===== config.mk =====
export PLATFORM = sky130hd
export DESIGN_NAME = scp_ram
export DESIGN_NICKNAME = d
export VERILOG_FILES = /design/src/rtl/core/scp_ram.sv
export SDC_FILE = /design/constraint.sdc
export NUM_CORES = 1
export LEC_CHECK = 0
export BUFFER_PORTS_ARGS = -buffer_cell sky130_fd_sc_hd__buf_2
export CAP_MARGIN = 0
export CELL_PAD_IN_SITES_DETAIL_PLACEMENT = 0
export CELL_PAD_IN_SITES_GLOBAL_PLACEMENT = 2
export CORE_UTILIZATION = 48
export CTS_CLUSTER_DIAMETER = 30
export DETAILED_ROUTE_END_ITERATION = 12
export GPL_ROUTABILITY_DRIVEN = 0
export HOLD_SLACK_MARGIN = 0.05
export PLACE_DENSITY_LB_ADDON = 0.1
export SLEW_MARGIN = 40
export SYNTH_ARGS = -nofsm -noshare
export SYNTH_HDL_FRONTEND = slang
export SYNTH_SLANG_ARGS = --single-unit

===== constraint.sdc =====
create_clock -name clk_i -period 2.2 [get_ports clk_i]
set_input_delay 0.11 -clock clk_i [delete_from_list [all_inputs] [get_ports clk_i]]
set_output_delay 0.11 -clock clk_i [all_outputs]
set_load 0.005 [all_outputs]

===== src/rtl/core/scp_ram.sv =====
// Generic simple dual-port RAM with one write port and a registered read port.
// Depends on nothing.
module scp_ram #(
  parameter int unsigned WIDTH = 8,
  parameter int unsigned DEPTH = 16
) (
  input  logic                     clk_i,
  input  logic                     we_i,
  input  logic [$clog2(DEPTH)-1:0] waddr_i,
  input  logic [WIDTH-1:0]         wdata_i,
  input  logic [$clog2(DEPTH)-1:0] raddr_i,
  output logic [WIDTH-1:0]         rdata_o
);

  logic [WIDTH-1:0] mem [DEPTH];

  always_ff @(posedge clk_i) begin
    if (we_i) begin
      mem[waddr_i] <= wdata_i;
    end
    rdata_o <= mem[raddr_i];
  end

endmodule


Yosys cells after proc, flatten, opt, wreduce, memory -nomap -nowiden
Memories as Yosys holds them, arrays and structs flattened. A register that Yosys moved wholly into a read port is not among the register bits. Index checks and enable logic that the tools add are counted. Widths: inputs -> output; s select.

Register bits: 0. RAM bits: 128. Output and inout port bits: 8. Word-level logic and storage cells: 3. Memories kept: 1.

Multiplexer cells: 2.

Memories: mem (words 16, width 8, rd ports 1, clocked after memory_dff 1, wr ports 1, RTL line 15) `logic [WIDTH-1:0] mem [DEPTH];`.

Operators by type and width (count): $mux 1 (2).

Depth between registers and ports, before layout
Word-level depth: 2. Mapped depth: 5. Gate-level depth less buffers: 3.

Least setup slack after synthesis
OpenSTA, ideal clock, no wires.

Path kind: input -> register. Start point: input waddr_i[2]. End point: memory mem[0][0], enable pin. Library setup time: 0.383 ns. Arrival: 1.220 ns. Required time: 1.817 ns. Slack: 0.597 ns. Stages: 2. Path buffers: 0. Path through: or3b_2 -> nor3_1.

RTL lines: start, declared (RTL line 9) `input logic [$clog2(DEPTH)-1:0] waddr_i,`; end, declared (RTL line 15).

No word-level cell before the write port.

==> flow_summary_export.csv <==
group,metric,value,unit
outcome,status,"finished, final reports clean",
synth,synth_sequential_area_ratio,77.78,%
clock_tree,cts_hold_buf,8,
detailed_routing,avgRoutedWirePerCell,22.71,um
place,hpwl,5.975,mm
sta,setup_viol,0,
clock_tree,cts_setup_buffers,0,
synth,yosysUniqueCellTypes,19,
setup_path,critPathTopFamily,"multiplexers",
final_layout,layout_commonest_cell,"edfxtp_1",
grt,globalRouteMet1Util,29.22,%
clock_tree,cts.clk_slew.worst_paths,0.06,ns
synth,synth_area,5147,um2
setup_path,cp_slowest_cell,"mux4_1",
clock_tree,cts_tree,"yes",
floorplan,die_x,105.6,um
synth,synth_area_per_cell,22.48,um2
setup_path,path_class,"reg2reg",
final_layout,fill_cells,792,
setup_path,critPathCaptureType,"flop",
sta,skew,0.007957,ns
synth,yosys_warnings,0,
min_path,min_path_type,"in2reg",
clock_tree,cts_sinks,136,
sta,period_minus_slack,1.390,ns
clock_tree,htree_num_levels,4,
grt,globalRoute.busiestLayer,"met2",
setup_path,cp_data_arrival_time,1.78,ns
sta,rsz0062_at_grt,"false",
synth,syn_nets,247,
final_layout,diodes,0,
place,dp_slack,0.5467,ns
detailed_routing,vias,2450,
final_layout,final_cells,438,
run,cap_viol_max_count,0,
setup_path,worstPathCellList,"mux4_1 > a22oi_1 > nand2_1",
power,powerDensity,979.7,nW/um2
setup_path,crit_fanout,1,
clock_tree,insertion_delay,0.51,ns
synth,synthCells,229,
final_layout,mostFrequentLayoutCells,"edfxtp_1, buf_2, mux4_2",
final_layout,nets,307,
floorplan,design.portCount,26,
detailed_routing,drt-initial-drc-count,193,
detailed_routing,ant_nets,0,
sta,fin_crit_sh,63.17,%
place,numPortBuffers,25,
grt,grt_pass1_wl,15.19,mm
synth,ys_ff_latch,136,
sta,worst_slew_pin_slew,0.6739,ns
final_layout,syn_to_final_growth,20.54,%
setup_path,start_kind,"flop",
sta,maxSlewViolCount,0,
sta,max_freq,719.5,MHz
setup_path,required,2.59,ns
clock_tree,cts_buffers,17,
grt,antenna_found_initial,0,
setup_path,cpPeakStageDelay,0.54,ns
final_layout,drive_above_1_share,29.14,%
grt,grt_pass1_vias,2527,
detailed_routing,via_per_inst,5.594,
power,power.leakage,2.130,nW
detailed_routing,drc_errors,0,
sta,finalSetupTns,0,ns
setup_path,ff2ff_setup_slack,0.81,ns
sta,slew-limit-headroom,54.91,%
floorplan,start_util,49.64,%
clock_tree,ctsLongestPathBuffers,2,
sta,layout_setup_ws,0.8102,ns
floorplan,die_h,105.6,um
grt,grtUsageTotal,20.09,%
power,irDropWorstVdd,0.0005150,V
floorplan,core,10370,um2
place,dpl.cell_count,398,
sta,finalHoldViolCount,0,
floorplan,num_rows,37,
clock_tree,cts_resized,0,
grt,grtUsageMet2,29.56,%
detailed_routing,first_pass_iters,4,
grt,grt_max_degree,33,
setup_path,path_buf_inv,0,
grt,grt_overflow,0,
sta,worst_hold_slack,0.1154,ns
detailed_routing,wl,9.946,mm
clock_tree,clock-root-buffer,"clkbuf_8",
grt,met3_usage,4.762,%
floorplan,die-area,11140,um2
-- worst register-to-register path: stages (launching register included) --
cell,delay (ns)
edfxtp_1,0.36
mux4_1,0.54
a22oi_1,0.29
nand2_1,0.09
-- synthesized netlist by cell type, drive strengths merged --
cell type / n / area (um2)
and2: 1 / 6.260
mux4: 32 / 773.2
nand2b: 2 / 12.51
nand3: 1 / 5.000
nand3b: 2 / 15.01
clkdlybuf4s25: 3 / 30.03
nand2: 9 / 33.78
edfxtp: 128 / 3844
buf: 7 / 56.30
dfxtp: 8 / 160.2
nor3: 4 / 20.02
a22oi: 16 / 120.1
nor2: 13 / 48.80
nor2b: 1 / 6.260
and2b: 1 / 7.510
or3b: 1 / 8.760
-- where the power goes --
part / internal, W / total [W] / switching, W
clock network: 0.00193 / 0.00288 / 0.000953
logic: 0.000125 / 0.000281 / 0.000156
registers: 0.00290 / 0.00291 / 0.0000153
total: 0.00495 / 0.00608 / 0.00113
-- cell type report --
class                           instances  area (um2)  share of cell area [%]
Multi-Input combinational cell         83        1060                   17.08
Timing Repair Buffer                   51       365.4                   5.888
Clock inverter                         12       180.2                   2.904
Tap cell                              136       170.2                   2.742
Sequential cell                       136        4004                   64.53
Clock buffer                           20       425.4                   6.856
-- cells by family after synthesis --
kind of cell / synth area share (%)
mux: 15.02
simple gates: 3.184
compound gates: 2.334
flops: 77.78
buf+inv: 1.677
-- flip-flops by register name, summed over array words and instances, names as in the netlist --
register and count:
mem 128, rdata_o 8
-- metrics by stage --
step,power (W),area (um2),utilization (%)
after floorplan,0.003111,5147,-
after global placement,0.003240,5517,53.20
after detailed placement,0.003243,5517,53.20
after CTS,0.006133,6202,59.81
after global routing,0.006263,6205,59.83
final,0.006079,6205,59.83
-- layer usage --
metal,vias to the layer above,wire (um)
met5,-,0
met4,0,135
met3,13,451
met2,66,4782
met1,1276,4577
li1,1095,-
-- final timing paths --
path / from / to / cells past startpoint
max: mem[0][0]$_DFFE_PP_ / rdata_o[0]$_DFF_P_ / 3
min: raddr_i[2] / rdata_o[5]$_DFF_P_ / 4
max reg2reg: mem[0][0]$_DFFE_PP_ / rdata_o[0]$_DFF_P_ / 3
min reg2reg: mem[6][6]$_DFFE_PP_ / rdata_o[6]$_DFF_P_ / 3
Note: power is estimated with default switching activity, not from simulation.
