<file path="src/rtl/core/scp_pkg.sv">
// Shared types and constants of the sprite column occlusion block.
// Depends on nothing; scp_div and the top level import it.
package scp_pkg;

  localparam int unsigned RAY_COLUMNS    = 256;
  localparam int unsigned MAX_HITS       = 4;
  localparam int unsigned SCREEN_COLUMNS = 1024;
  localparam int unsigned SCREEN_ROWS    = 512;

  localparam int unsigned RAY_AW  = $clog2(RAY_COLUMNS);
  localparam int unsigned HIT_AW  = (MAX_HITS > 1) ? $clog2(MAX_HITS) : 1;
  localparam int unsigned CNT_W   = $clog2(MAX_HITS + 1);
  localparam int unsigned ENTRY_W = 24 + 24 + 8;

  localparam int unsigned DIVIDEND_W = 46;
  localparam int unsigned DIVISOR_W  = 24;
  localparam int unsigned QUOT_W     = 20;

  localparam logic [7:0]  ALPHA_OPAQUE = 8'd255;
  localparam logic [16:0] UNITY        = 17'd65536;
  localparam logic signed [25:0] LINE_INIT = 26'(SCREEN_ROWS * 256);

  typedef enum logic [1:0] {
    CMD_CLEAR  = 2'd0,
    CMD_RECORD = 2'd1,
    CMD_QUERY  = 2'd2,
    CMD_NONE   = 2'd3
  } cmd_e;

  typedef enum logic [3:0] {
    ST_IDLE,
    ST_CNT,
    ST_HIT,
    ST_SCALE,
    ST_DIM,
    ST_SEG,
    ST_Y,
    ST_Y_WAIT,
    ST_H,
    ST_H_WAIT,
    ST_SEND
  } state_e;

endpackage

</file>
<file path="src/rtl/core/scp_div.sv">
// Restoring divider, one quotient bit per cycle, quotient saturated to 20 bits.
// Depends on scp_pkg.
module scp_div (
  input  logic                            clk_i,
  input  logic                            rst_ni,
  input  logic                            start_i,
  input  logic [scp_pkg::DIVIDEND_W-1:0]  dividend_i,
  input  logic [scp_pkg::DIVISOR_W-1:0]   divisor_i,
  output logic                            done_o,
  output logic [scp_pkg::QUOT_W-1:0]      quot_o
);
  import scp_pkg::*;

  localparam int unsigned STEP_W = $clog2(DIVIDEND_W + 1);

  logic                  busy_q, busy_d;
  logic                  done_q, done_d;
  logic [STEP_W-1:0]     step_q, step_d;
  logic [DIVIDEND_W-1:0] num_q, num_d;
  logic [DIVISOR_W-1:0]  den_q, den_d;
  logic [DIVISOR_W:0]    rem_q, rem_d;
  logic [DIVISOR_W:0]    trial;
  logic [DIVISOR_W+1:0]  diff;

  always_comb begin
    busy_d = busy_q;
    done_d = 1'b0;
    step_d = step_q;
    num_d  = num_q;
    den_d  = den_q;
    rem_d  = rem_q;
    trial  = {rem_q[DIVISOR_W-1:0], num_q[DIVIDEND_W-1]};
    diff   = {1'b0, trial} - {2'b00, den_q};
    if (start_i) begin
      busy_d = 1'b1;
      step_d = STEP_W'(DIVIDEND_W);
      num_d  = dividend_i;
      den_d  = divisor_i;
      rem_d  = '0;
    end else if (busy_q) begin
      if (!diff[DIVISOR_W+1]) begin
        rem_d = diff[DIVISOR_W:0];
        num_d = {num_q[DIVIDEND_W-2:0], 1'b1};
      end else begin
        rem_d = trial;
        num_d = {num_q[DIVIDEND_W-2:0], 1'b0};
      end
      step_d = step_q - STEP_W'(1);
      if (step_q == STEP_W'(1)) begin
        busy_d = 1'b0;
        done_d = 1'b1;
      end
    end
  end

  always_ff @(posedge clk_i or negedge rst_ni) begin
    if (!rst_ni) begin
      busy_q <= 1'b0;
      done_q <= 1'b0;
      step_q <= '0;
    end else begin
      busy_q <= busy_d;
      done_q <= done_d;
      step_q <= step_d;
    end
  end

  always_ff @(posedge clk_i) begin
    num_q <= num_d;
    den_q <= den_d;
    rem_q <= rem_d;
  end

  assign done_o = done_q;
  assign quot_o = (|num_q[DIVIDEND_W-1:QUOT_W]) ? '1 : num_q[QUOT_W-1:0];

endmodule

</file>
<file path="config.mk">
export PLATFORM = sky130hd
export DESIGN_NAME = scp_div
export DESIGN_NICKNAME = d
export VERILOG_FILES = /design/src/rtl/core/scp_pkg.sv /design/src/rtl/core/scp_div.sv
export SDC_FILE = /design/constraint.sdc
export NUM_CORES = 1
export LEC_CHECK = 0
export ABC_AREA = 1
export BUFFER_PORTS_ARGS = -buffer_cell sky130_fd_sc_hd__buf_2
export CORE_MARGIN = 2
export CORE_UTILIZATION = 30
export DETAILED_ROUTE_END_ITERATION = 10
export HOLD_SLACK_MARGIN = 0.02
export SYNTH_ARGS = -nofsm -noshare
export SYNTH_HDL_FRONTEND = slang
export SYNTH_SLANG_ARGS = --single-unit
</file>
<file path="constraint.sdc">
create_clock -name clk_i -period 2.69 [get_ports clk_i]
set_input_delay 0.269 -clock clk_i [delete_from_list [all_inputs] [get_ports clk_i]]
set_output_delay 0.269 -clock clk_i [all_outputs]
set_load 0.03 [all_outputs]
</file>
Word-level counts from Yosys, hierarchy flattened
Cells that the tools add are included.

Bits in read-only memories: 0. Memories: 0. Input bits: 73. RAM bits: 0. Bits in latches: 0. Output and inout port bits: 21. Register bits after elaboration: 102.

Mux-type cells: 13. Order comparisons: 0. Shift operators: 0. Equal/unequal tests: 1. Add/subtract/negate cells: 2. Reductions and logical operators: 2. Div/mod/pow operators: 0. Multiply operators: 0. Bitwise logic cells: 0.

Operators by type and width (count): $mux 46 (2); $reduce_or 26->1 (1); $sub 25x24->26 (1); $mux 24 (1); $mux 20 (1); $mux 6 (2); $mux 1 (7); $eq 6x1->1 const B (1); $sub 6x1->6 const B (1); $reduce_bool 2->1 (1).

Depth between registers and ports, before layout
Depth in word-level cells: 4. Mapped depth: 15.

Worst setup path after synthesis
Ideal clock, no wire load.

Path kind: flip-flop to flip-flop. Start: register busy_q. End: register num_q[0] (enable). Setup time: 0.428 ns. Slack: 0.247 ns. Stages on the path, launching flop included: 4. Arrival: 2.015 ns. Buffers on the path: 1. Data required time: 2.262 ns. Cell sequence: dfrtp_1 > nor2_1 > inv_1 > clkbuf_1.

Longest elaborated chain between the ends: 1.

RTL lines: start: declaration (line scp_div.sv:16) `logic busy_q, busy_d;`; start signal: assignment (line scp_div.sv:62) `busy_q <= busy_d;`; $reduce_bool 2->1 (no source line); end signal: assignment (line scp_div.sv:69) `num_q <= num_d;`; end: declaration (line scp_div.sv:19) `logic [DIVIDEND_W-1:0] num_q, num_d;`.

Every way passes these cells. A chain may end at the register's enable or synchronous reset.

Worst setup path in the final report
Start: register num_q[34]. End: output port quot_o[19] (netlist bit).

Longest elaborated chain between the ends: 2.

RTL lines: $reduce_or 26->1 (line scp_div.sv:75) `assign quot_o = (|num_q[DIVIDEND_W-1:QUOT_W]) ? '1 : num_q[QUOT_W-1:0];`; $mux 20 (line scp_div.sv:75); end: declaration (line scp_div.sv:10) `output logic [scp_pkg::QUOT_W-1:0] quot_o`.

Every way passes these cells.

==> results.sh <==
export IMPL_status="finished, final reports clean"
export IMPL_syn_avg_cell_area_um2=7.34
export IMPL_cts_max_path_buffers=2
export IMPL_totalWireLength_um=15600
export IMPL_min_period_over_period_pct=85.0
export IMPL_slowest_delay_ns=0.40
export IMPL_crit_arrival_ns=2.02
export IMPL_design_area_um2=7430
export IMPL_grt_use_met3_pct=4.68
export IMPL_synth_compound_area_share_pct=4.92
export IMPL_cp_required_ns=2.42
export IMPL_rsz0062_at_grt="false"
export IMPL_die_area_um2=22200
export IMPL_seqPwrFrac_pct=33.4
export IMPL_ys_ff_latch=102
export IMPL_syn_inst=859
export IMPL_synth_top_family_by_area="simple AND/OR/NAND/NOR gates"
export IMPL_synth_simple_area_share_pct=32.3
export IMPL_start_kind="flip-flop"
export IMPL_grtUsageTotal_pct=14.7
export IMPL_finalSetupViolCount=0
export IMPL_grt_max_degree=80
export IMPL_syn_num_nets=959
export IMPL_switching_power_uw=2640
export IMPL_synthXorXnorAreaFrac_pct=1.25
export IMPL_finalSetupTns_ns=0
export IMPL_grt_pass1_vias=5245
export IMPL_power_frac_comb_pct=44.1
export IMPL_min_period_ns=2.29
export IMPL_core_area_um2=20800
export IMPL_io_buffers=93
export IMPL_num_rows=53
export IMPL_swShare_pct=41.8
export IMPL_hold_class="in2reg"
export IMPL_diodes=0
export IMPL_viasPerCell=4.41
export IMPL_syn_cell_area_um2=6310
export IMPL_crit_slowest_cell="edfxtp_1"
export IMPL_slew_violations=0
export IMPL_met1_usage_pct=19.4
export IMPL_gr_total_overflow=0
export IMPL_grt_antenna_before_repair=1
export IMPL_worstPathCellList="nor4_1, nand2_1, nor4_2, buf_4, nand3_1, buf_2"
export IMPL_fin_worst_skew_ns=0.0143
export IMPL_drive_gt1_share_pct=13.9
export IMPL_cts_htree_levels=3
export IMPL_fin_ws_ns=0.404
export IMPL_hold_violations=0
export IMPL_cp_end_kind="primary output"
export IMPL_cts_sinks=102
export IMPL_vias=5425
export IMPL_muxShareOfSynthArea_pct=0
export IMPL_yosysUniqueCellTypes=35
export IMPL_grt_busiest_layer="met2"
export IMPL_p_total_uw=6310
export IMPL_routedWlPerCell_um=12.7
export IMPL_die_y_um=149
export IMPL_syn2layout_area_growth_pct=17.8
export IMPL_vdd_ir_drop_max_uv=426
export IMPL_synthAdderAreaFrac_pct=5.48
export IMPL_cts_resized=0
export IMPL_route_detailed_drc=0
export IMPL_ys_warn_count=0
export IMPL_powerDensity_nw_per_um2=849
export IMPL_finalNetCount=1049
export IMPL_crit_type="reg2out"
export IMPL_worst_path_max_fanout=20
export IMPL_drtPass1Iterations=5
export IMPL_clk_latency_ns=0.37
export IMPL_io_pins=94
export IMPL_first_iter_violations=261
export IMPL_clock_fmax_mhz=437
export IMPL_fillers=2239
export IMPL_synth_seq_area_share_pct=44.1
export IMPL_maxSlewHeadroom_pct=52.6
export IMPL_post_dp_hpwl_um=11400
export IMPL_cts_tree="built"
export IMPL_final_antenna_net_count=0
export IMPL_drv_cap=0
export IMPL_grt_pass1_wl_um=26000
export IMPL_numCtsBuffers=9
export IMPL_clkPwrFrac_pct=22.4
export IMPL_worstMarginPinSlew_ns=0.711
export IMPL_grt_use_met2_pct=23.1
export IMPL_chipWidth_um=149
export IMPL_clockRootBuffer="clkbuf_16"
export IMPL_internal_power_uw=3670
export IMPL_initial_utilization_pct=30.3
export IMPL_place_area_um2=7090
export IMPL_post_place_ws_ns=0.425
export IMPL_clk_pin_slew_ns=0.10
export IMPL_leakagePower_uw=0.00378
export IMPL_finalWeightedCongestion=0.930
-- synthesized netlist by cell type --
cell	count	share of area (%)
buf_4	2	0.24
nand4_1	6	0.60
edfxtp_1	70	33
a21oi_4	1	0.26
o21ai_0	36	2.9
nor2_2	3	0.30
a21oi_1	12	0.95
nand3b_2	1	0.18
xor2_1	2	0.28
nor4_1	6	0.60
nand3b_1	16	1.9
a22oi_1	1	0.12
nand2_4	2	0.36
ha_1	26	5.2
nand3_1	84	6.7
or2_2	1	0.099
buf_6	4	0.71
nor2_1	31	1.8
fa_1	1	0.32
clkbuf_1	16	0.95
nor3_1	5	0.40
and2_1	1	0.099
dfxtp_1	24	7.6
o21bai_1	2	0.24
nor3_2	1	0.16
xnor2_1	7	0.97
nand3_2	2	0.32
buf_2	2	0.16
dfrtp_1	8	3.2
nand2_2	1	0.099
a31oi_1	1	0.099
inv_1	166	9.9
nand2_1	312	19
or2_0	1	0.099
o21ai_1	5	0.40
-- path summary, 6_finish.rpt --
path,slack (ns),to,start,cells after the start
min reg2reg,0.47,rem_q[13],rem_q[13],2
max reg2reg,0.44,rem_q[16],num_q[45],15
max in group asynchronous,2.25,step_q[1],rst_ni,2
max,0.40,quot_o[19],num_q[34],6
min,0.07,den_q[11],divisor_i[11],1
min in group asynchronous,0.27,done_o,rst_ni,2
-- metal layers --
metal,up-vias,wire (µm),share of wire [%]
met3,19,1060,6.8
met5,-,0,0
met4,0,282,1.8
met1,2372,7450,48
li1,2879,-,-
met2,155,6780,44
-- power by group through the flow --
stage / registers, µW / logic, µW / clock network [µW]
6_report: 2110 / 2780 / 1410
5_1_grt: 2140 / 3220 / 1530
4_1_cts: 2110 / 2790 / 1470
3_5_place_dp: 2140 / 2770 / 0
3_3_place_gp: 2130 / 2750 / 0
2_1_floorplan: 2100 / 2210 / 0
-- sequential cells by signal, summed over array words and instances, names as in the netlist --
signal,count
busy_q,1
den_q,24
rem_q,24
num_q,46
step_q,6
done_o,1
-- worst max-delay path: cells and delay by family (launching register included) --
| family | cells | cell delay, ns |
|---|---|---|
| buf+inv | 2 | 0.48 |
| flops | 1 | 0.40 |
| simple gates | 4 | 0.76 |
-- cells by family (layout without fill, tap and decap cells) --
family,count (synthesis),after routing
and+or+nand+nor,473,473
buffers and inverters,190,285
DFF,102,102
AOI/OAI and AO/OA,58,58
adders and majority gates,27,27
xor gates and xnor gates,9,9
-- area by class of cell --
cell class,count,area [µm²],area share [%]
Multi-Input combinational cell,567,2780,37.5
Sequential cell,102,2780,37.5
Clock buffer,9,225,3.03
Inverter,166,623,8.39
Timing Repair Buffer,103,571,7.68
Clock inverter,7,98.8,1.33
Tap cell,275,344,4.63
-- layout by cell type (no fill, tap or decap), types with 2 or more instances in the layout --
cell       instances
nand2_1          312
inv_1            165
buf_2             92
nand3_1           84
edfxtp_1          70
o21ai_0           36
nor2_1            31
ha_1              26
dfxtp_1           24
nand3b_1          16
a21oi_1           12
clkbuf_16          9
dfrtp_1            8
buf_4              8
xnor2_1            7
nand4_1            6
nor3_1             5
o21ai_1            5
nor4_1             4
nor2_2             3
inv_8              3
clkinv_8           3
nand2_4            2
nor4_2             2
o21bai_1           2
nand3_2            2
xor2_1             2
buf_12             2
-- stage by stage --
| step | std cells | util [%] | hold slack, ns |
|---|---|---|---|
| 6_report | 1229 | 35.7 | 0.0746 |
| 5_1_grt | 1229 | 35.7 | 0.0536 |
| 4_1_cts | 1229 | 35.7 | 0.0580 |
| 3_5_place_dp | 1212 | 34.1 | 0.126 |
| 3_3_place_gp | 1212 | 34.1 | 0.127 |
| 2_1_floorplan | 859 | - | -0.0266 |
-- what timing repair did --
item                       4_1_cts  5_1_grt
hold endpoints to repair         8        0
setup endpoints to repair        0        0
buffers inserted                 0        0
hold buffers                     1        0
(Power assumes the default switching activity.)
